--- config.mk ---
export PLATFORM = sky130hd
export DESIGN_NAME = fxsc_fold
export DESIGN_NICKNAME = d
export VERILOG_FILES = /design/src/hw/rtl/fxsc_pkg.sv /design/src/hw/rtl/fxsc_fold.sv
export SDC_FILE = /design/constraint.sdc
export NUM_CORES = 1
export LEC_CHECK = 0
export BUFFER_PORTS_ARGS = -buffer_cell sky130_fd_sc_hd__buf_2
export CORE_ASPECT_RATIO = 1.25
export CORE_UTILIZATION = 47
export CTS_CLUSTER_SIZE = 20
export DETAILED_ROUTE_END_ITERATION = 10
export MAX_ROUTING_LAYER = met4
export PLACE_DENSITY = 0.82
export SETUP_SLACK_MARGIN = 0.15
export SLEW_MARGIN = 40
export SYNTH_ARGS = -nofsm -noshare
export SYNTH_HDL_FRONTEND = slang
export SYNTH_SLANG_ARGS = --single-unit
--- constraint.sdc ---
create_clock -name i_clk -period 2.45 [get_ports i_clk]
set_input_delay 0.49 -clock i_clk [delete_from_list [all_inputs] [get_ports i_clk]]
set_output_delay 0.49 -clock i_clk [all_outputs]
set_load 0.005 [all_outputs]
--- src/hw/rtl/fxsc_pkg.sv ---
// Shared widths, coefficients and types of the fixed-point sine and cosine block.
package fxsc_pkg;

    localparam int PhaseW  = 20;
    localparam int QW      = 18;
    localparam int PW      = 2 * QW;
    localparam int SW      = 21;
    localparam int OutW    = 18;
    localparam int Latency = 7;

    localparam logic [QW-1:0] K_S1 = 18'd205887;
    localparam logic [QW-1:0] K_S3 = 18'd169336;
    localparam logic [QW-1:0] K_S5 = 18'd167014;
    localparam logic [QW-1:0] K_S7 = 18'd150000;
    localparam logic [QW-1:0] K_C2 = 18'd161704;
    localparam logic [QW-1:0] K_C4 = 18'd132996;
    localparam logic [QW-1:0] K_C6 = 18'd175016;
    localparam logic [QW-1:0] K_C8 = 18'd241700;

    localparam logic signed [SW-1:0] ONE_Q18 = 21'sd262144;
    localparam logic signed [SW-1:0] ONE_Q17 = 21'sd131072;
    localparam logic signed [SW-1:0] OUT_MAX = 21'sd131071;
    localparam logic signed [SW-1:0] OUT_MIN = -21'sd131072;

    typedef struct packed {
        logic quad_lo;
        logic quad_hi;
        logic quarter_pt;
    } t_flags;

    function automatic logic [PW-1:0] mul_q(input logic [QW-1:0] a, input logic [QW-1:0] b);
        mul_q = PW'(a) * PW'(b);
    endfunction

endpackage

--- src/hw/rtl/fxsc_fold.sv ---
// Quadrant decode and reflection of the phase into the first quarter turn.
module fxsc_fold (
    input  logic                         i_clk,
    input  logic                         i_rst_n,
    input  logic                         i_valid,
    input  logic [fxsc_pkg::PhaseW-1:0]  i_phase,
    output logic                         o_valid,
    output logic [fxsc_pkg::QW-1:0]      o_x1,
    output fxsc_pkg::t_flags             o_flags
);

    logic [fxsc_pkg::QW-1:0] w_low;
    logic [fxsc_pkg::QW-1:0] n_x1;
    fxsc_pkg::t_flags        n_flags;

    logic                    r_valid;
    logic [fxsc_pkg::QW-1:0] r_x1;
    fxsc_pkg::t_flags        r_flags;

    always_comb begin
        w_low              = i_phase[fxsc_pkg::QW-1:0];
        n_flags.quad_lo    = i_phase[fxsc_pkg::QW];
        n_flags.quad_hi    = i_phase[fxsc_pkg::QW+1];
        n_flags.quarter_pt = n_flags.quad_lo && (w_low == '0);
        // reflect in odd quadrants
        n_x1 = n_flags.quad_lo ? (fxsc_pkg::QW'(0) - w_low) : w_low;
    end

    always_ff @(posedge i_clk) begin
        if (!i_rst_n) begin
            r_valid <= 1'b0;
        end else begin
            r_valid <= i_valid;
        end
    end

    always_ff @(posedge i_clk) begin
        r_x1    <= n_x1;
        r_flags <= n_flags;
    end

    assign o_valid = r_valid;
    assign o_x1    = r_x1;
    assign o_flags = r_flags;

endmodule

# [After elaboration in Yosys (flattened, before gate mapping)]
# Cells that the tools add are included.
[totals] wordCells=9 in_bits=23 output_inout_bits=22 register_bits=22
[op_classes] reduce_logical=2 mux=1 n_addsub=1
[op_table] operator="$logic_not A18 Y1" count=1
[op_table] operator="$mux W18" count=1
[op_table] operator="$sub A1 B18 Y18 const A" count=1
[op_table] operator="$logic_and A1 B1 Y1" count=1

# [Depth between registers and ports, before layout]
# Gate-level depths: netlist of the first run.
[depth] depth_word=2 mapped_depth=6 depth_no_buf=6

# [Worst setup path before layout of the first run]
# OpenSTA, ideal clock, no wires.
[synth_path] path_kind="in2reg" startpoint="input i_phase[1] (netlist name)" endpoint="register r_x1 (netlist bit o_x1[10])" t_required_ps=2378 slack_ps=967 arrival_time_ps=1411 n_path_buf=0 setup_time_ps=72 stages=6 cell_sequence="inv_1 -> ha_1 -> nor3b_2 -> nand2_1 -> o41ai_2 -> xnor2_1"
[synth_between] elab_chain_cells=2
[synth_rtl] item="start: declaration" line="fxsc_fold.sv:6" source="input logic [fxsc_pkg::PhaseW-1:0] i_phase,"
[synth_rtl] item="$sub A1 B18 Y18" line="fxsc_fold.sv:26" source="n_x1 = n_flags.quad_lo ? (fxsc_pkg::QW'(0) - w_low) : w_low;"
[synth_rtl] item="$mux W18" line="fxsc_fold.sv:26"
[synth_rtl] item="named net n_x1, one bit" line="fxsc_fold.sv:13" source="logic [fxsc_pkg::QW-1:0] n_x1;"
[synth_rtl] item="end signal: assignment" line="fxsc_fold.sv:38" source="r_x1 <= n_x1;"
[synth_rtl] item="end: declaration" line="fxsc_fold.sv:17" source="logic [fxsc_pkg::QW-1:0] r_x1;"
# The timed path passes the listed nets, and every way through them passes these cells.
# A chain may end at the register's enable or synchronous reset.

# [Worst setup path in the final report of the first run]
# Ends and elaborated chain as after synthesis.

==> impl_metrics.yaml, run 1 <==
place:
  dp.final_hpwl_mm: 1.26
  numPortBuffers: 44
  place_congestion: 0.722
timing:
  post-route-period-util_pct: 60.1
  rsz0062_at_grt: "false"
  hold_viol: 0
  max_freq_mhz: 679
  slew_headroom_pct: 76.1
  fin_crit_ns: 1.47
  final-setup-viol-count: 0
  slew_violations: 0
  worst_pin_slew_ns: 0.359
  finalSetupTns_ns: 0
  holdWs_ns: 0.287
clock_network:
  cts_root_buffer: "clkbuf_4"
  clock_sinks: 22
  numCtsBuffers: 3
  cts-resized-gates: 0
  cts_max_level: 1
  cts_buffer_depth: 2
  path_clk_slew_ns: 0.11
  cts_tree: "done"
  post_cts_buffers: 0
  ctsHoldBuffers: 0
setup_path:
  critPathMaxFanout: 4
  critPathRequiredTime_ns: 2.68
  worstSetupPathType: "in2reg"
  endpoint_kind: "flop"
  crit_arrival_ns: 1.70
  worst_setup_path_start_kind: "input port"
yosys:
  syn_area_per_cell_sq_um: 11.5
  synth_top_area_share_pct: 49.0
  synth_seq_cells: 22
  seq_area_frac_synth_pct: 49.0
  syn-num-nets: 102
  yosys-top-cells-area: "dfxtp_1, xnor2_1, nor4_4"
  ys_warn_count: 0
  synthCells: 78
  yosys.cell_count.top_type: "dfxtp_1"
  async_reset_ff_share_pct: 0
  synth_edf_count: 0
  synth_ff_type: "dfxtp_1"
  synth_cell_types: 22
  syn_area_sq_um: 900
  synth.largest_area_cell: "dfxtp_1"
  synth_common_cells: "dfxtp_1, xnor2_1, nand2_1, o21ai_1, inv_1"
power:
  cellLeakagePower_nw: 0.499
  ir_drop_v: 0.000347
  p_per_area_mw_per_mm2: 617
floorplan:
  die_w_microns: 41.1
  die_h_microns: 50.9
  row_count: 17
  die_area_sq_mm: 0.00209
  coreArea_sq_mm: 0.00179
  io_pins: 45
  start_util_pct: 50.4
finish:
  fillers: 149
  drive_gt1_share_pct: 46.8
  diodes: 0
  nets: 149
  multi_input_area_sq_um: 423
  area_growth_syn_to_layout_pct: 28.4
  seqCellArea_sq_um: 440
route:
  viasPerCell: 4.87
  drt_iter0_drc: 12
  drc: 0
  num_vias: 697
  postRouteAntennaNets: 0
  firstDrtPassIters: 4
  wire_per_inst_microns: 11.0
  drt-total-wl_mm: 1.57
grt:
  grt_pass1_vias: 672
  grt_pass1_wl_mm: 2.56
  antenna_found_initial: 0
  grt.total_usage_pct: 18.4
  grt-ovfl-total: 0
  grt_max_degree: 21
flow_run:
  maxCapViolCount: 0
status:
  status: "complete, no violations"
hold_path:
  hold_path_class: "in2reg"
==> kinds of logic (layout without fill, tap and decap cells) <==
logic type / after synthesis / after routing / synth area share, %
compound gates: 12 / 12 / 11.4
fa+ha+maj: 1 / 1 / 1.39
flops: 22 / 22 / 49.0
buf+inv: 5 / 51 / 4.03
xor+xnor: 16 / 16 / 15.6
simple gates: 22 / 22 / 18.6
==> cell usage in the layout, fill, tap and decap left out, drive strengths merged <==
master	netlist	routed
nor2	2	2
xnor2	16	16
ha	1	1
nor4b	1	1
buf	1	44
o41ai	2	2
and2	1	1
nand2	9	9
clkbuf	1	4
nand2b	2	2
o31ai	4	4
dfxtp	22	22
nand3	2	2
nor4	3	3
nor3	1	1
nor3b	1	1
inv	3	3
o21ai	6	6
==> stage by stage <==
step | utilization (%) | instances | power, mW | area, sq um | setup slack (ns)
2_1_floorplan | - | 78 | 0.462 | 900 | 0.967
3_3_place_gp | 62.6 | 139 | 0.527 | 1120 | 0.752
3_5_place_dp | 62.6 | 139 | 0.530 | 1120 | 0.665
4_1_cts | 64.6 | 143 | 0.721 | 1150 | 0.991
5_1_grt | 64.6 | 143 | 0.752 | 1150 | 0.890
6_report | 64.6 | 143 | 0.713 | 1150 | 0.977
==> state kept, by name (all words and copies together), names as in the netlist <==
signal,cells
o_x1,18
o_flags,3
o_valid,1
==> path summary, 6_finish.rpt <==
| path | end | from | depth (start not counted) |
|---|---|---|---|
| setup / recovery | o_x1[10] | i_phase[1] | 7 |
| hold / removal | o_flags[1] | i_phase[19] | 1 |
==> area by class of cell <==
type                       instances  share of cell area [%]
tap                               19                    2.06
inverter                           3                   0.975
multi-input combinational         51                    36.6
sequential                        22                    38.1
clock buffer                       4                    3.14
timing repair buffer              44                    19.1
==> report_power, final <==
| group | internal (mW) | switching (mW) |
|---|---|---|
| clock | 0.0906 | 0.102 |
| sequential | 0.391 | 0.00672 |
| combinational | 0.0626 | 0.0601 |
==> worst max-delay path, cell delays in order <==
cell and delay, ns:
buf_2 0.13, inv_1 0.08, ha_1 0.15, nor3b_2 0.28
nand2_1 0.16, o41ai_2 0.24, xnor2_1 0.16
==> metal layers <==
metal / share of wire [%] / vias up / global-route usage (%) / wire, microns
met1: 41 / 310 / 17.9 / 648
met4: 1.5 / 0 / 9.68 / 23
met3: 6.1 / 2 / 3.91 / 96
met2: 51 / 27 / 31.8 / 797
li1: - / 358 / - / -
met5: 0 / - / - / 0
Power figures use the tool's default switching activity.
==> inputs of run 2 (changes only) <==
Settings changed: ABC_AREA from default to 1, CORE_UTILIZATION 47 to 41, PLACE_DENSITY 0.82 to 0.74.
Clock period 2.45 ns to 1.2 ns, I/O delays scaled along.
==> run 2 against run 1 <==
Against the previous run: final cell count increased by 45%; highest routed layer unchanged; design area increased by 11%; worst setup slack worse by 0.76 ns; critical path type is now reg2out; first-iteration DRC count up 110%; worst hold slack got worse by 0.27 ns.
==> impl_metrics.yaml, run 2 <==
yosys:
  synth_edf_count: 0
  synthCells: 130
  synth_common_cells: "nand2_1, dfxtp_1, inv_1, nor2_1, nand3_1"
  synth_compound_area_share_pct: 5.70
  syn_area_sq_um: 987
  synth_cell_types: 20
  synth_top_family_by_area: "simple AND/OR/NAND/NOR gates"
  muxShareOfSynthArea_pct: 0
  syn-num-nets: 154
  synth_top_area_share_pct: 44.6
  synth_xor_area_share_pct: 6.21
  syn_area_per_cell_sq_um: 7.59
  synthAdderAreaFrac_pct: 1.27
  async_reset_ff_share_pct: 0
  synth_seq_cells: 22
  yosys-top-cells-area: "dfxtp_1, nand2_1, inv_1"
  synth_ff_type: "dfxtp_1"
  synth.largest_area_cell: "dfxtp_1"
  yosys.cell_count.top_type: "nand2_1"
  seq_area_frac_synth_pct: 44.6
  synthSimpleGateAreaFrac_pct: 34.2
  ys_warn_count: 0
power:
  power_mw: 1.65
  p_per_area_mw_per_mm2: 1280
  ir_drop_v: 0.000928
  cellLeakagePower_nw: 0.688
clock_network:
  numCtsBuffers: 3
  clock_sinks: 22
  ctsHoldBuffers: 0
  post_cts_buffers: 0
  cts_max_level: 1
  cts_root_buffer: "clkbuf_4"
  cts_tree: "done"
  path_clk_slew_ns: 0.12
  cts-resized-gates: 0
  cts_buffer_depth: 2
place:
  place_congestion: 0.820
  numPortBuffers: 44
  dp.final_hpwl_mm: 1.58
  dp.cells: 204
  dpl-instance-area_sq_mm: 0.00123
timing:
  rsz0062_at_grt: "false"
  slew_violations: 0
  hold_viol: 0
  final-setup-viol-count: 0
  fin_crit_ns: 0.981
  worst_pin_slew_ns: 0.408
  slew_headroom_pct: 72.5
  max_freq_mhz: 1020
  post-route-period-util_pct: 81.7
  holdWs_ns: 0.0200
finish:
  largest_register_ff_count: 18
  fin_area_sq_mm: 0.00129
  area_growth_syn_to_layout_pct: 30.4
  nets: 202
  diodes: 0
  stdcell_count: 208
  post-route-util_pct: 57.6
  drive_gt1_share_pct: 35.6
  final_common_cell: "buf_2"
  mostFrequentLayoutCells: "buf_2, nand2_1, dfxtp_1, inv_1, nor2_1"
setup_path:
  slowest_delay_ns: 0.32
  critPathMaxFanout: 1
  endpoint_kind: "output pin"
  crit_arrival_ns: 0.74
  critPathTopFamily: "flip-flops"
  critPathRequiredTime_ns: 0.96
  path_cells: "buf_2"
  worstSetupPathType: "reg2out"
  crit_buf_inv: 1
  worst_setup_path_start_kind: "flop"
  slowest_stage: "dfxtp_1"
floorplan:
  die_area_sq_mm: 0.00261
  die_w_microns: 45.9
  row_count: 19
  coreArea_sq_mm: 0.00223
  die_h_microns: 56.9
  io_pins: 45
  start_util_pct: 44.2
flow_run:
  maxCapViolCount: 0
status:
  status: "complete, no violations"
hold_path:
  hold_path_class: "in2reg"
route:
  viasPerCell: 4.51
  postRouteAntennaNets: 0
  wire_per_inst_microns: 9.40
  drc: 0
  drt-total-wl_mm: 1.96
  drt_iter0_drc: 25
  firstDrtPassIters: 4
  num_vias: 938
grt:
  grt_pass1_wl_mm: 3.15
  grt_use_met3_pct: 3.54
  antenna_found_initial: 0
  grt_max_degree: 15
  grt-ovfl-total: 0
  busiest_layer: "met2"
  grt.total_usage_pct: 16.8
  met2_usage_pct: 28.0
  met1_usage_pct: 17.3
  grt_pass1_vias: 834
==> run 2: layer usage <==
metal,up-vias,part of all wire [%]
met5,-,0
met3,5,5.7
met1,410,40
met2,32,51
met4,0,2.5
li1,491,-
==> run 2: per-stage QoR <==
step | setup slack [ns] | TNS (ns)
final | 0.219 | 0
after global routing | 0.171 | 0
after CTS | 0.206 | 0
after detailed placement | -0.0390 | -0.0473
after global placement | 0.0107 | 0
after floorplan | 0.171 | 0
==> run 2: area by class of cell <==
cell class	count	area, sq um
timing repair buffer	45	228
inverter	16	60.1
clock inverter	1	30.0
clock buffer	3	22.5
multi-input combinational	90	468
fill	243	947
sequential	22	440
tap	31	38.8
==> run 2: logic make-up after synthesis <==
family	after synthesis
AO/OA/AOI/OAI	9
XOR/XNOR	7
flip-flops	22
AND/OR/NAND/NOR	73
buffers and inverters	18
adder cells (fa/ha/maj)	1
==> run 2: where the power goes <==
group / internal (mW) / switching (mW) / leakage [nW]
Clock: 0.338 / 0.224 / 0.0279
Combinational: 0.125 / 0.155 / 0.475
Sequential: 0.794 / 0.0115 / 0.185
==> run 2: worst paths after layout <==
kind                     from    endpoint  depth (start not counted)
setup / recovery      o_x1[1]     o_x1[1]                          1
hold / removal    i_phase[19]  o_flags[1]                          1
==> inputs of run 3 (changes only) <==
Clock period 1.2 ns to 0.8 ns, I/O delays scaled along.
==> run 3 against run 2 <==
Against the previous run: final cell count up 13%; sequential share of layout area is 8.4 points lower; the run now ends with negative setup slack left; count of clock-buffer cells in the layout is 1 higher; critical endpoint is now o_x1[17]; largest cell class unchanged; design area grew 34%.
==> impl_metrics.yaml, run 3 (synthesis results as in run 2) <==
status:
  status: "finished, violations left"
  violations: "negative setup slack"
power:
  switching_share_pct: 28.0
  clkPwrFrac_pct: 25.0
  power_mw: 2.53
  ir_drop_v: 0.00112
  p_sw_mw: 0.708
  p_int_mw: 1.82
  cellLeakagePower_nw: 0.868
  p_comb_share_pct: 27.2
  sequentialPowerShare_pct: 47.9
  p_per_area_mw_per_mm2: 1470
floorplan:
  start_util_pct: 44.2
  die_w_microns: 45.9
  coreArea_sq_mm: 0.00223
  row_count: 19
  io_pins: 45
  die_area_sq_mm: 0.00261
  die_h_microns: 56.9
clock_network:
  numCtsBuffers: 3
  path_clk_slew_ns: 0.12
  cts_max_level: 1
  cts_buffer_depth: 2
  cts_root_buffer: "clkbuf_4"
  clock_sinks: 22
  cts_tree: "done"
setup_path:
  critPathRequiredTime_ns: 0.64
  endpoint_kind: "output pin"
  path_cells: "buf_2"
  crit_arrival_ns: 0.76
  crit_buf_inv: 1
  slowest_stage: "dfxtp_2"
  worst_setup_path_start_kind: "flop"
  critPathMaxFanout: 1
  worstSetupPathType: "reg2out"
  critPathTopFamily: "flip-flops"
  slowest_delay_ns: 0.33
finish:
  nets: 228
  largest_register_ff_count: 18
  mostFrequentLayoutCells: "buf_2, nand2_1, buf_4, dfxtp_1"
  multi_input_area_sq_um: 609
  diodes: 0
  stdcell_count: 234
  fillers: 163
  final_common_cell: "buf_2"
  seqCellArea_sq_um: 443
  drive_gt1_share_pct: 54.7
  area_growth_syn_to_layout_pct: 74.1
  post-route-util_pct: 76.9
timing:
  fin_crit_ns: 0.920
  worst_pin_slew_ns: 0.321
  final-setup-viol-count: 22
  max_freq_mhz: 1090
  rsz0062_at_grt: "true"
  hold_viol: 0
  post-route-period-util_pct: 115
  slew_headroom_pct: 78.4
  holdWs_ns: 0.0167
  slew_violations: 0
  setup_ws_ns: -0.120
route:
  drc: 0
  drt-total-wl_mm: 2.93
  postRouteAntennaNets: 0
  firstDrtPassIters: 5
  viasPerCell: 4.83
  num_vias: 1131
  drt_iter0_drc: 33
  wire_per_inst_microns: 12.5
place:
  dp.final_hpwl_mm: 1.78
  dp.cells: 222
  numPortBuffers: 44
  place_congestion: 0.822
grt:
  grt_pass1_vias: 993
  antenna_found_initial: 0
  grt.total_usage_pct: 21.5
  grt-ovfl-total: 0
  grt_pass1_wl_mm: 3.95
  grt_max_degree: 13
flow_run:
  maxCapViolCount: 0
hold_path:
  hold_path_class: "in2reg"
## run 3: cell count changes in the layout (fill, tap and decap cells not counted), moves of 3 or more
| cell | previous run | this run |
|---|---|---|
| buf_2 | 44 | 34 |
| buf_4 | 1 | 24 |
| buf_6 | 0 | 7 |
| buf_8 | 0 | 3 |
| nand2_1 | 38 | 33 |
| nor2_1 | 12 | 3 |
| nor2_4 | 2 | 12 |
| o21ai_0 | 7 | 2 |
| o21ai_2 | 0 | 4 |
## run 3: what timing repair did
item,in CTS,in global routing
endpoints found under the setup margin,34,34
endpoints found under the hold margin,2,0
buffers inserted,3,3
cloned,0,0
resized for setup,25,29
hold buffers,2,0
pin swaps,14,21
## run 3: worst min-delay path: cells and delay by family
kind | cells | cell delay (ns)
simple gates | 1 | 0.04
buf+inv | 2 | 0.11
## run 3: layout make-up
type / count / area share, %
clock buffers: 4 / 2.11
flip-flops and latches: 22 / 25.8
well taps: 31 / 2.26
inverters: 16 / 4.51
multi-input cells: 90 / 35.4
repair buffers: 71 / 29.9
## run 3: layer usage
metal / up-vias / wire length (microns) / GRT usage [%]
met5: - / 0 / -
met2: 52 / 1660 / 37.0
met4: 0 / 51 / 11.8
met1: 527 / 1080 / 22.2
li1: 547 / - / -
met3: 5 / 135 / 2.89
## run 3: metrics by stage
stage / cell area [sq um] / TNS [ns] / worst slack, ns
final: 1720 / -2.36 / -0.120
after global routing: 1720 / -3.16 / -0.155
after CTS: 1600 / -2.43 / -0.118
after detailed placement: 1430 / -3.90 / -0.296
after global placement: 1430 / -3.48 / -0.264
after floorplan: 1050 / -0.0893 / -0.0383
## run 3: power groups by stage
stage	Combinational (mW)	Clock, mW	Sequential (mW)
3_3_place_gp	0.518	0	1.23
3_5_place_dp	0.532	0	1.24
5_1_grt	0.743	0.684	1.22
4_1_cts	0.600	0.639	1.21
6_report	0.687	0.631	1.21
2_1_floorplan	0.230	0	1.26
## run 3: worst paths after layout
kind,from,to,slack (ns),cells after the start
max,o_x1[17],o_x1[17],-0.12,1
min,i_valid,o_valid,0.02,3
