$ cat src/hw/rtl/fxsc_pkg.sv
// Shared widths, coefficients and types of the fixed-point sine and cosine block.
package fxsc_pkg;

    localparam int PhaseW  = 20;
    localparam int QW      = 18;
    localparam int PW      = 2 * QW;
    localparam int SW      = 21;
    localparam int OutW    = 18;
    localparam int Latency = 7;

    localparam logic [QW-1:0] K_S1 = 18'd205887;
    localparam logic [QW-1:0] K_S3 = 18'd169336;
    localparam logic [QW-1:0] K_S5 = 18'd167014;
    localparam logic [QW-1:0] K_S7 = 18'd150000;
    localparam logic [QW-1:0] K_C2 = 18'd161704;
    localparam logic [QW-1:0] K_C4 = 18'd132996;
    localparam logic [QW-1:0] K_C6 = 18'd175016;
    localparam logic [QW-1:0] K_C8 = 18'd241700;

    localparam logic signed [SW-1:0] ONE_Q18 = 21'sd262144;
    localparam logic signed [SW-1:0] ONE_Q17 = 21'sd131072;
    localparam logic signed [SW-1:0] OUT_MAX = 21'sd131071;
    localparam logic signed [SW-1:0] OUT_MIN = -21'sd131072;

    typedef struct packed {
        logic quad_lo;
        logic quad_hi;
        logic quarter_pt;
    } t_flags;

    function automatic logic [PW-1:0] mul_q(input logic [QW-1:0] a, input logic [QW-1:0] b);
        mul_q = PW'(a) * PW'(b);
    endfunction

endpackage

$ cat src/hw/rtl/fxsc_finish.sv
// Output stage: halving, quarter-point override, quadrant sign and saturation.
module fxsc_finish (
    input  logic                               i_clk,
    input  logic                               i_rst_n,
    input  logic                               i_valid,
    input  logic signed [fxsc_pkg::SW-1:0]     i_sin_sum,
    input  logic signed [fxsc_pkg::SW-1:0]     i_cos_sum,
    input  fxsc_pkg::t_flags                   i_flags,
    output logic                               o_valid,
    output logic signed [fxsc_pkg::OutW-1:0]   o_sine,
    output logic signed [fxsc_pkg::OutW-1:0]   o_cosine
);

    localparam int SW   = fxsc_pkg::SW;
    localparam int OutW = fxsc_pkg::OutW;

    logic signed [SW-1:0]   w_s, w_c;
    logic signed [OutW-1:0] n_sine, n_cosine;

    logic                   r_valid;
    logic signed [OutW-1:0] r_sine, r_cosine;

    function automatic logic signed [OutW-1:0] sat(input logic signed [SW-1:0] v);
        if (v > fxsc_pkg::OUT_MAX) begin
            sat = fxsc_pkg::OUT_MAX[OutW-1:0];
        end else if (v < fxsc_pkg::OUT_MIN) begin
            sat = fxsc_pkg::OUT_MIN[OutW-1:0];
        end else begin
            sat = v[OutW-1:0];
        end
    endfunction

    always_comb begin
        w_s = i_sin_sum >>> 1;
        w_c = i_cos_sum >>> 1;
        if (i_flags.quarter_pt) begin
            w_s = fxsc_pkg::ONE_Q17;
            w_c = '0;
        end
        if (i_flags.quad_hi) begin
            w_s = -w_s;
        end
        if (i_flags.quad_lo != i_flags.quad_hi) begin
            w_c = -w_c;
        end
        n_sine   = sat(w_s);
        n_cosine = sat(w_c);
    end

    always_ff @(posedge i_clk) begin
        if (!i_rst_n) begin
            r_valid <= 1'b0;
        end else begin
            r_valid <= i_valid;
        end
    end

    always_ff @(posedge i_clk) begin
        r_sine   <= n_sine;
        r_cosine <= n_cosine;
    end

    assign o_valid  = r_valid;
    assign o_sine   = r_sine;
    assign o_cosine = r_cosine;

endmodule

$ cat config.mk
export PLATFORM = sky130hd
export DESIGN_NAME = fxsc_finish
export DESIGN_NICKNAME = d
export VERILOG_FILES = /design/src/hw/rtl/fxsc_pkg.sv /design/src/hw/rtl/fxsc_finish.sv
export SDC_FILE = /design/constraint.sdc
export NUM_CORES = 1
export LEC_CHECK = 0
export BUFFER_PORTS_ARGS = -buffer_cell sky130_fd_sc_hd__buf_2
export CORE_ASPECT_RATIO = 0.7
export CORE_MARGIN = 2
export CORE_UTILIZATION = 45
export DETAILED_ROUTE_END_ITERATION = 6
export PLACE_DENSITY = 0.75
export SLEW_MARGIN = 20
export SYNTH_ARGS = -nofsm -noshare
export SYNTH_HDL_FRONTEND = slang
export SYNTH_SLANG_ARGS = --single-unit
$ cat constraint.sdc
create_clock -name i_clk -period 2.6 [get_ports i_clk]
set_input_delay 0.52 -clock i_clk [delete_from_list [all_inputs] [get_ports i_clk]]
set_output_delay 0.52 -clock i_clk [all_outputs]
set_load 0.005 [all_outputs]
* After elaboration in Yosys (flattened, before gate mapping) *
Index checks and enable logic that the tools add are counted.

storage, ports and cells
  register bits = 37
  output and inout bits = 37
  logic and storage cells = 16

cells by class
  multiplexer cells = 6
  equal/unequal tests = 1
  add/sub/neg operators = 2
  $lt $le $gt $ge = 4

operator list
  kind                    number
  $mux W21                4
  $gt A21 B18 Y1 const B  2
  $lt A21 B18 Y1 const B  2
  $neg A21 Y21            2
  $mux W18                2
  $ne A1 B1 Y1            1

* Longest topological paths before layout *
Gate-level depths: netlist of the first run.

  word-level depth = 5
  mapped depth = 11
  gate-level depth less buffers = 9

* Least setup slack after synthesis of the first run *
Ideal clock, no wire load.

  kind = input port to flip-flop
  from = in i_sin_sum[8] in the netlist's numbering
  to = reg r_sine[8] (netlist: o_sine[8])
  buffers on the path = 2
  data required time = 2508 ps
  path slack = -166 ps
  data arrival time = 2674 ps
  cell stages on the path = 8
  cells stage by stage = or4_1 buf_2 or3_4 o31a_1 nor4_4 o21ai_2 buf_6 o311ai_4

between the ends
  cells in the longest elaborated chain, start to end = 5
  elaborated cells between the ends (all ways) = 6
  those cells by class = add/sub (1); order compare (2); mux (3)

ends and longest elaborated chain
  item                  line               source
  start, declared       fxsc_finish.sv:6   input logic signed [fxsc_pkg::SW-1:0] i_sin_sum,
  $mux W21 *            fxsc_finish.sv:36  if (i_flags.quarter_pt) begin
  $neg A21 Y21          fxsc_finish.sv:41  w_s = -w_s;
  $mux W21 *            fxsc_finish.sv:40  if (i_flags.quad_hi) begin
  $lt A21 B18 Y1        fxsc_finish.sv:26  end else if (v < fxsc_pkg::OUT_MIN) begin
  $mux W18              fxsc_finish.sv:26
  end signal, assigned  fxsc_finish.sv:59  r_sine <= n_sine;
  end, declared         fxsc_finish.sv:21  logic signed [OutW-1:0] r_sine, r_cosine;

Mark *: on every way between the ends. The rest lies on a longest branch, timed or not.
A chain may end at the register's enable or synchronous reset.

* Final worst setup path of the first run *
  from = in i_sin_sum[4] in the netlist's numbering
  to = reg r_sine[8] (netlist: o_sine[8])

Same word-level chain as after synthesis.

==> flow_summary_export.csv, run 1 <==
group,metric,value,unit
worst_setup_path,crit_type,"primary input to register",
logic_synthesis,synth_warnings,0,
cts,htree_levels,2,
placed_design,place_area,3670,µm²
drt,vias,3208,
logic_synthesis,synth_top_cell_area_share,0.279,
cts,cts_tree,"done",
drt,via_per_inst,5.82,
worst_setup_path,cp.arrival,2.71,ns
placed_design,io_buffers,82,
drt,wl,8320,µm
worst_setup_path,worst_ep_required_time,2.80,ns
logic_synthesis,synthArstFlopShare,0,
logic_synthesis,synth_fp_nets,385,
logic_synthesis,ys_types,57,
logic_synthesis,synth_cells,335,
finish,nFillCells,487,
cts,path_clk_slew,0.07,ns
finish,multiInputGateArea,1810,µm²
hold_path,min_path_cells,2,
worst_setup_path,critPathCaptureType,"register",
timing,period_share,0.966,
logic_synthesis,synth_area_leader_cell,"dfxtp_1",
logic_synthesis,syn_area,2650,µm²
logic_synthesis,synth_commonest_cells,"dfxtp_1, nor2_1, a21oi_1",
drt,dr.pass1.iters,5,
logic_synthesis,post-synth-top-count-cell,"dfxtp_1",
grt,overflow,0,
cts,cts.path.max_buffers,2,
finish,drive_above_1_share,0.387,
status,status,"finished clean",
timing,relSlewSlack,0.720,
hold_path,hold-path-endpoint,"o_valid$_SDFF_PN0_",
die,num_rows,23,
hold_path,hold_start,"i_valid",
cts,cts_made_buffers,5,
pwr,fin_total_pwr,0.00184,W
job,cap_violations,0,
logic_synthesis,ys_top_cells_by_area,"dfxtp_1, a21oi_1, o21ai_0",
logic_synthesis,syn_avg_cell_area,7.92,µm²
cts,cts_setup_buffers,0,
pwr,ir_worst_vdd,0.000291,V
die,start_util,0.466,
worst_setup_path,startpoint_type,"primary input",
logic_synthesis,ys_ff_latch,37,
die,fp.dieArea,6530,µm²
grt,grt_max_degree,29,
grt,grt_usage,0.260,
timing,timing.hold.ws,0.436,ns
logic_synthesis,synth_edf_count,0,
timing,timing.final.ws_setup,0.0877,ns
timing,hold_violations,0,
worst_setup_path,critical_path.max_fanout,3,
grt,grt_pass1_wl,13100,µm
cts,clockRootBuffer,"clkbuf_8",
drt,drt_iter0_markers,349,
drt,wire_per_inst,15.1,µm
finish,nets,526,
die,die_w,95.8,µm
placed_design,place_congestion,0.940,
timing,finalCriticalPeriod,2.51,ns
drt,drtAntennaViolNets,0,
die,fp.coreArea,5700,µm²
grt,grt_pass1_vias,2793,
die,num_io_pins,85,
timing,finalMaxSlewViolations,0,
timing,worstMarginPinSlew,0.415,ns
placed_design,place_ws,-0.232,ns
finish,seqCellArea,741,µm²
cts,cts_hold_buf,0,
finish,postLayoutCellArea,3800,µm²
drt,drc_errors,0,
finish,n_antenna_cell,0,
pwr,p_leak,1.63,nW
die,fp.dieH,68.2,µm
grt,antenna_found_initial,0,
timing,fmax,398,MHz
logic_synthesis,synth-seq-area-share,0.279,
cts,clock_sinks,37,
timing,rsz0062_at_grt,"no",
placed_design,dpl.hpwl,6580,µm
timing,finalSetupViolCount,0,
finish,layout-area-overhead-vs-synth,43.2,%
hold_path,hp-class,"primary input to register",
logic_synthesis,synth_flop_cell,"dfxtp_1",
pwr,p_per_area,485,nW/µm²
==> area by class of cell <==
class,instances,share of cell area
clock buffer,5,0.0181
clock inverter,2,0.00922
inverter,8,0.00791
multi-input combinational,268,0.478
sequential,37,0.195
tap,75,0.0247
timing repair buffer,156,0.267
==> report_power, final <==
| part | switching (W) | internal (W) |
|---|---|---|
| clock network | 0.000208 | 0.000279 |
| logic | 0.000351 | 0.000323 |
| registers | 0.0000209 | 0.000662 |
| total | 0.000579 | 0.00126 |
==> metal layers <==
| metal | GRT usage | vias to the layer above | share of wire |
|---|---|---|---|
| li1 | - | 1538 | - |
| met1 | 0.372 | 1501 | 0.47 |
| met2 | 0.408 | 159 | 0.44 |
| met3 | 0.0419 | 10 | 0.084 |
| met4 | 0.0661 | 0 | 0.012 |
| met5 | 0 | - | 0 |
==> worst max-delay path by stage <==
stage / from / end / slack [ns] / cells after the start
6_report: i_sin_sum[4] / o_sine[8]$_SDFF_PN1_ / 0.09 / 8
4_1_cts: i_cos_sum[11] / o_cosine[8]$_SDFF_PN1_ / 0.08 / 8
3_5_place_dp: i_cos_sum[11] / o_cosine[8]$_SDFF_PN1_ / -0.23 / 8
5_1_grt: i_sin_sum[4] / o_sine[9]$_SDFF_PN1_ / 0.01 / 10
3_3_place_gp: i_cos_sum[11] / o_cosine[0]$_SDFF_PN1_ / -0.22 / 8
2_1_floorplan: i_sin_sum[8] / o_sine[8]$_SDFF_PN1_ / -0.16 / 8
==> flip-flops by register name, indices dropped and copies added (netlist names) <==
signal    cells
o_valid       1
o_cosine     18
o_sine       18
==> what timing repair did <==
action                     CTS  global route
gates resized for setup      0             6
setup endpoints to repair    0            20
hold endpoints to repair     0             0
==> logic make-up (layout without fill, tap and decap cells) <==
logic type | count (synthesis) | in the layout | synth area share
AND/OR/NAND/NOR | 127 | 127 | 0.259
AO/OA/AOI/OAI | 112 | 112 | 0.311
flip-flops | 37 | 37 | 0.279
buffers and inverters | 30 | 171 | 0.0500
XOR/XNOR | 23 | 23 | 0.0759
multiplexers | 4 | 4 | 0.0156
adder cells (fa/ha/maj) | 2 | 2 | 0.00943
==> cell usage in the layout (no fill, tap or decap), types with 6 or more instances in the layout <==
master	netlist	layout
buf_2	4	82
buf_4	2	70
dfxtp_1	37	37
nor2_1	30	30
a21oi_1	28	28
o21ai_0	24	23
nand2_1	20	20
xnor2_1	13	13
nand2b_1	12	12
nor4_1	10	10
nand3_1	10	10
o211ai_1	10	10
xor2_1	10	9
inv_1	8	8
nor3_1	8	8
a31oi_1	8	8
nor2b_1	6	6
==> worst max-delay path: stages <==
cell	delay [ns]
buf_2	0.10
or4_1	0.60
or3_4	0.36
o31a_1	0.27
nor4_4	0.28
o21ai_2	0.11
buf_4	0.18
o311ai_4	0.28
==> per-stage QoR <==
step	instances	util	setup TNS, ns
final	551	0.667	0
after global placement	544	0.644	-5.51
after global routing	551	0.667	0
after detailed placement	544	0.644	-6.15
after floorplan	335	-	-1.16
after CTS	551	0.663	0
Power figures use the tool's default switching activity.
==> inputs of run 2 (changes only) <==
--- a/config.mk
+++ b/config.mk
@@ -8,9 +8,9 @@
 export BUFFER_PORTS_ARGS = -buffer_cell sky130_fd_sc_hd__buf_2
 export CORE_ASPECT_RATIO = 0.7
 export CORE_MARGIN = 2
-export CORE_UTILIZATION = 45
+export CORE_UTILIZATION = 46
 export DETAILED_ROUTE_END_ITERATION = 6
-export PLACE_DENSITY = 0.75
+export PLACE_DENSITY = 0.76
 export SLEW_MARGIN = 20
 export SYNTH_ARGS = -nofsm -noshare
 export SYNTH_HDL_FRONTEND = slang
==> flow_summary_export.csv, run 2 (synthesis gave the netlist of run 1 again) <==
group,metric,value,unit
finish,drive_above_1_share,0.377,
timing,hold_violations,0,
die,fp.dieH,67.5,µm
timing,worstMarginPinSlew,0.461,ns
drt,wire_per_inst,15.4,µm
placed_design,io_buffers,82,
finish,layout-area-overhead-vs-synth,41.4,%
drt,via_per_inst,5.70,
drt,vias,3109,
worst_setup_path,slowest_delay,0.55,ns
grt,antenna_found_initial,0,
cts,cts_made_buffers,5,
cts,clockRootBuffer,"clkbuf_8",
timing,tns,0,ns
timing,relSlewSlack,0.689,
timing,finalMaxSlewViolations,0,
finish,nets,519,
cts,cts_hold_buf,0,
drt,drt_iter0_markers,179,
die,start_util,0.470,
worst_setup_path,crit_chain,"buf_2 > or4_4 > buf_4 > o41ai_2 > buf_4 > xor2_1 > buf_4 > nor2_1 > o21ai_0 > o311ai_2",
worst_setup_path,critical_path.max_fanout,5,
die,fp.coreArea,5640,µm²
cts,cts_tree,"done",
worst_setup_path,startpoint_type,"primary input",
placed_design,place_area,3620,µm²
timing,finalSetupViolCount,0,
cts,clock_sinks,37,
timing,finalCriticalPeriod,2.48,ns
timing,period_share,0.955,
die,fp.dieArea,6400,µm²
timing,fmax,403,MHz
pwr,ir_worst_vdd,0.000222,V
grt,grt_max_degree,51,
finish,n_antenna_cell,0,
grt,overflow,0,
drt,dr.pass1.iters,5,
finish,mostFrequentLayoutCell,"buf_2",
worst_setup_path,crit_type,"primary input to register",
timing,rsz0062_at_grt,"no",
placed_design,dpl.hpwl,6450,µm
pwr,p_per_area,494,nW/µm²
timing,timing.final.ws_setup,0.116,ns
worst_setup_path,crit_buf_inv,4,
hold_path,hp-class,"primary input to register",
worst_setup_path,crit_top_cell,"buf_4",
finish,postLayoutCellArea,3750,µm²
finish,fin_cells,545,
grt,grt_pass1_vias,2841,
drt,wl,8390,µm
cts,htree_levels,2,
die,num_io_pins,85,
placed_design,place_congestion,0.936,
worst_setup_path,cp.arrival,2.64,ns
job,cap_violations,0,
finish,final_cell_mix,"buf_2, buf_4, dfxtp_1",
placed_design,place_inst,537,
grt,grt_usage,0.272,
drt,drtAntennaViolNets,0,
worst_setup_path,worst_ep_required_time,2.76,ns
finish,final_core_util,0.665,
worst_setup_path,slowest_stage,"or4_4",
cts,cts.path.max_buffers,2,
finish,nFillCells,496,
cts,path_clk_slew,0.08,ns
grt,grt_pass1_wl,13600,µm
pwr,p_leak,1.60,nW
worst_setup_path,critPathCaptureType,"register",
die,num_rows,23,
status,status,"finished clean",
placed_design,place_ws,-0.230,ns
cts,cts_setup_buffers,0,
worst_setup_path,crit_family,"compound AO/OA/AOI/OAI gates",
drt,drc_errors,0,
die,die_w,94.8,µm
## run 2: path summary, 6_finish.rpt
path	start	endpoint	slack [ns]	cells past startpoint
setup / recovery	i_sin_sum[8]	o_sine[11]$_SDFF_PN1_	0.12	10
hold / removal	i_valid	o_valid$_SDFF_PN0_	0.44	2
## run 2: layout make-up
cell class                 count  area [µm²]  area share
clock buffer                   5        68.8      0.0184
multi-input combinational    268        1810       0.482
sequential                    37         741       0.198
inverter                       8        30.0     0.00801
tap                           75        93.8      0.0250
clock inverter                 3        46.3      0.0123
timing repair buffer         149         963       0.257
## run 2: repair_timing
action | in CTS | in global routing
hold endpoints to repair | 0 | 0
resized for setup | 0 | 3
endpoints found under the setup margin | 0 | 24
## run 2: power breakdown
group | leakage (nW) | switching [W] | internal, W | total (W)
Combinational | 1.23 | 0.000351 | 0.000315 | 0.000667
Clock | 0.0543 | 0.000215 | 0.000287 | 0.000502
Sequential | 0.311 | 0.0000220 | 0.000662 | 0.000684
Total | 1.60 | 0.000588 | 0.00126 | 0.00185
## run 2: per-stage QoR
step	hold WS [ns]	total power (W)
4_1_cts	0.446	0.00185
6_report	0.444	0.00185
5_1_grt	0.451	0.00196
3_3_place_gp	0.727	0.00133
2_1_floorplan	0.642	0.00103
3_5_place_dp	0.746	0.00135
## run 2: routing by layer
metal,share of wire,vias up,GRT usage,wire length (µm)
met1,0.49,1447,0.389,4080
li1,-,1534,-,-
met2,0.44,116,0.411,3690
met4,0.011,0,0.0670,90
met5,0,-,0,0
met3,0.064,12,0.0670,535
==> inputs of run 3 (changes only) <==
--- a/config.mk
+++ b/config.mk
@@ -10,7 +10,7 @@
 export CORE_MARGIN = 2
 export CORE_UTILIZATION = 46
 export DETAILED_ROUTE_END_ITERATION = 6
-export PLACE_DENSITY = 0.76
+export PLACE_DENSITY = 0.87
 export SLEW_MARGIN = 20
 export SYNTH_ARGS = -nofsm -noshare
 export SYNTH_HDL_FRONTEND = slang
==> flow_summary_export.csv, run 3 (synthesis gave the netlist of run 1 again) <==
group,metric,value,unit
status,status,"finished clean",
cts,cts_setup_buffers,0,
finish,drive_above_1_share,0.377,
pwr,p_per_area,474,nW/µm²
cts,clock_sinks,37,
die,num_rows,23,
drt,dr.pass1.iters,5,
finish,nFillCells,488,
finish,layout-area-overhead-vs-synth,41.6,%
timing,finalCriticalPeriod,2.49,ns
worst_setup_path,cp.arrival,2.69,ns
cts,cts_made_buffers,5,
worst_setup_path,crit_start,"i_sin_sum[4]",
hold_path,hold_start,"i_valid",
drt,via_per_inst,5.73,
grt,grt_max_degree,29,
timing,period_share,0.959,
die,fp.coreArea,5640,µm²
cts,htree_levels,2,
grt,grt_pass1_vias,2821,
cts,clockRootBuffer,"clkbuf_8",
finish,nets,519,
placed_design,dpl.hpwl,6420,µm
drt,drtAntennaViolNets,0,
worst_setup_path,startpoint_type,"primary input",
drt,wire_per_inst,15.0,µm
grt,antenna_found_initial,0,
timing,relSlewSlack,0.691,
placed_design,place_congestion,0.929,
worst_setup_path,crit_type,"primary input to register",
timing,fmax,401,MHz
timing,tns,0,ns
pwr,p_leak,1.60,nW
worst_setup_path,critPathCaptureType,"register",
placed_design,io_buffers,82,
drt,drc_errors,0,
die,num_io_pins,85,
worst_setup_path,worst_ep_required_time,2.79,ns
die,start_util,0.470,
die,fp.dieArea,6400,µm²
timing,worstMarginPinSlew,0.458,ns
pwr,fin_total_pwr,0.00178,W
grt,grt_pass1_wl,13500,µm
finish,final_cell_mix,"buf_2, buf_4, dfxtp_1",
worst_setup_path,critical_path.max_fanout,9,
die,die_w,94.8,µm
cts,cts.path.max_buffers,2,
die,fp.dieH,67.5,µm
drt,vias,3123,
finish,mostFrequentLayoutCell,"buf_2",
finish,n_antenna_cell,0,
hold_path,hp-class,"primary input to register",
pwr,ir_worst_vdd,0.000210,V
timing,hold_violations,0,
drt,drt_iter0_markers,248,
drt,wl,8200,µm
grt,overflow,0,
cts,cts_hold_buf,0,
job,cap_violations,0,
cts,cts_tree,"done",
timing,finalMaxSlewViolations,0,
grt,grt_usage,0.271,
timing,finalSetupViolCount,0,
cts,path_clk_slew,0.08,ns
[run 3: worst paths after layout]
path,to,cells after the start
max,o_sine[11]$_SDFF_PN1_,8
min,o_valid$_SDFF_PN0_,2
[run 3: timing repair]
action / CTS / global route
setup endpoints to repair: 0 / 17
hold endpoints to repair: 0 / 0
gates resized for setup: 0 / 6
[run 3: critical path, stage by stage]
cell      delay [ns]
buf_2           0.10
or4_1           0.59
or3_4           0.37
o31a_1          0.28
nor4_4          0.26
o21ai_2         0.14
buf_12          0.17
o311ai_2        0.26
[run 3: metal layers]
layer | GRT usage | vias up | part of all wire
met5 | 0 | - | 0
met4 | 0.0543 | 0 | 0.0082
met3 | 0.0658 | 10 | 0.082
met2 | 0.418 | 137 | 0.45
met1 | 0.385 | 1445 | 0.46
li1 | - | 1531 | -
[run 3: report_power, final]
group | switching, W | internal, W
Combinational | 0.000348 | 0.000322
Sequential | 0.0000209 | 0.000662
Clock | 0.000213 | 0.000215
Total | 0.000582 | 0.00120
[run 3: layout make-up]
type                    instances  area [µm²]  share of cell area
repair buffers                149         976               0.260
well taps                      75        93.8              0.0250
clock inverters                 2        13.8             0.00366
multi-input cells             268        1820               0.484
flip-flops and latches         37         741               0.197
inverters                       8        30.0             0.00799
clock buffers                   6        82.6              0.0220
[run 3: per-stage QoR]
step	utilization	std cells	hold slack [ns]	setup slack, ns	cell area (µm²)
after floorplan	-	335	0.642	-0.159	2680
after global placement	0.644	537	0.726	-0.179	3630
after detailed placement	0.644	537	0.727	-0.246	3630
after CTS	0.661	545	0.431	0.0483	3730
after global routing	0.666	545	0.430	-0.0202	3760
final	0.666	545	0.437	0.107	3760
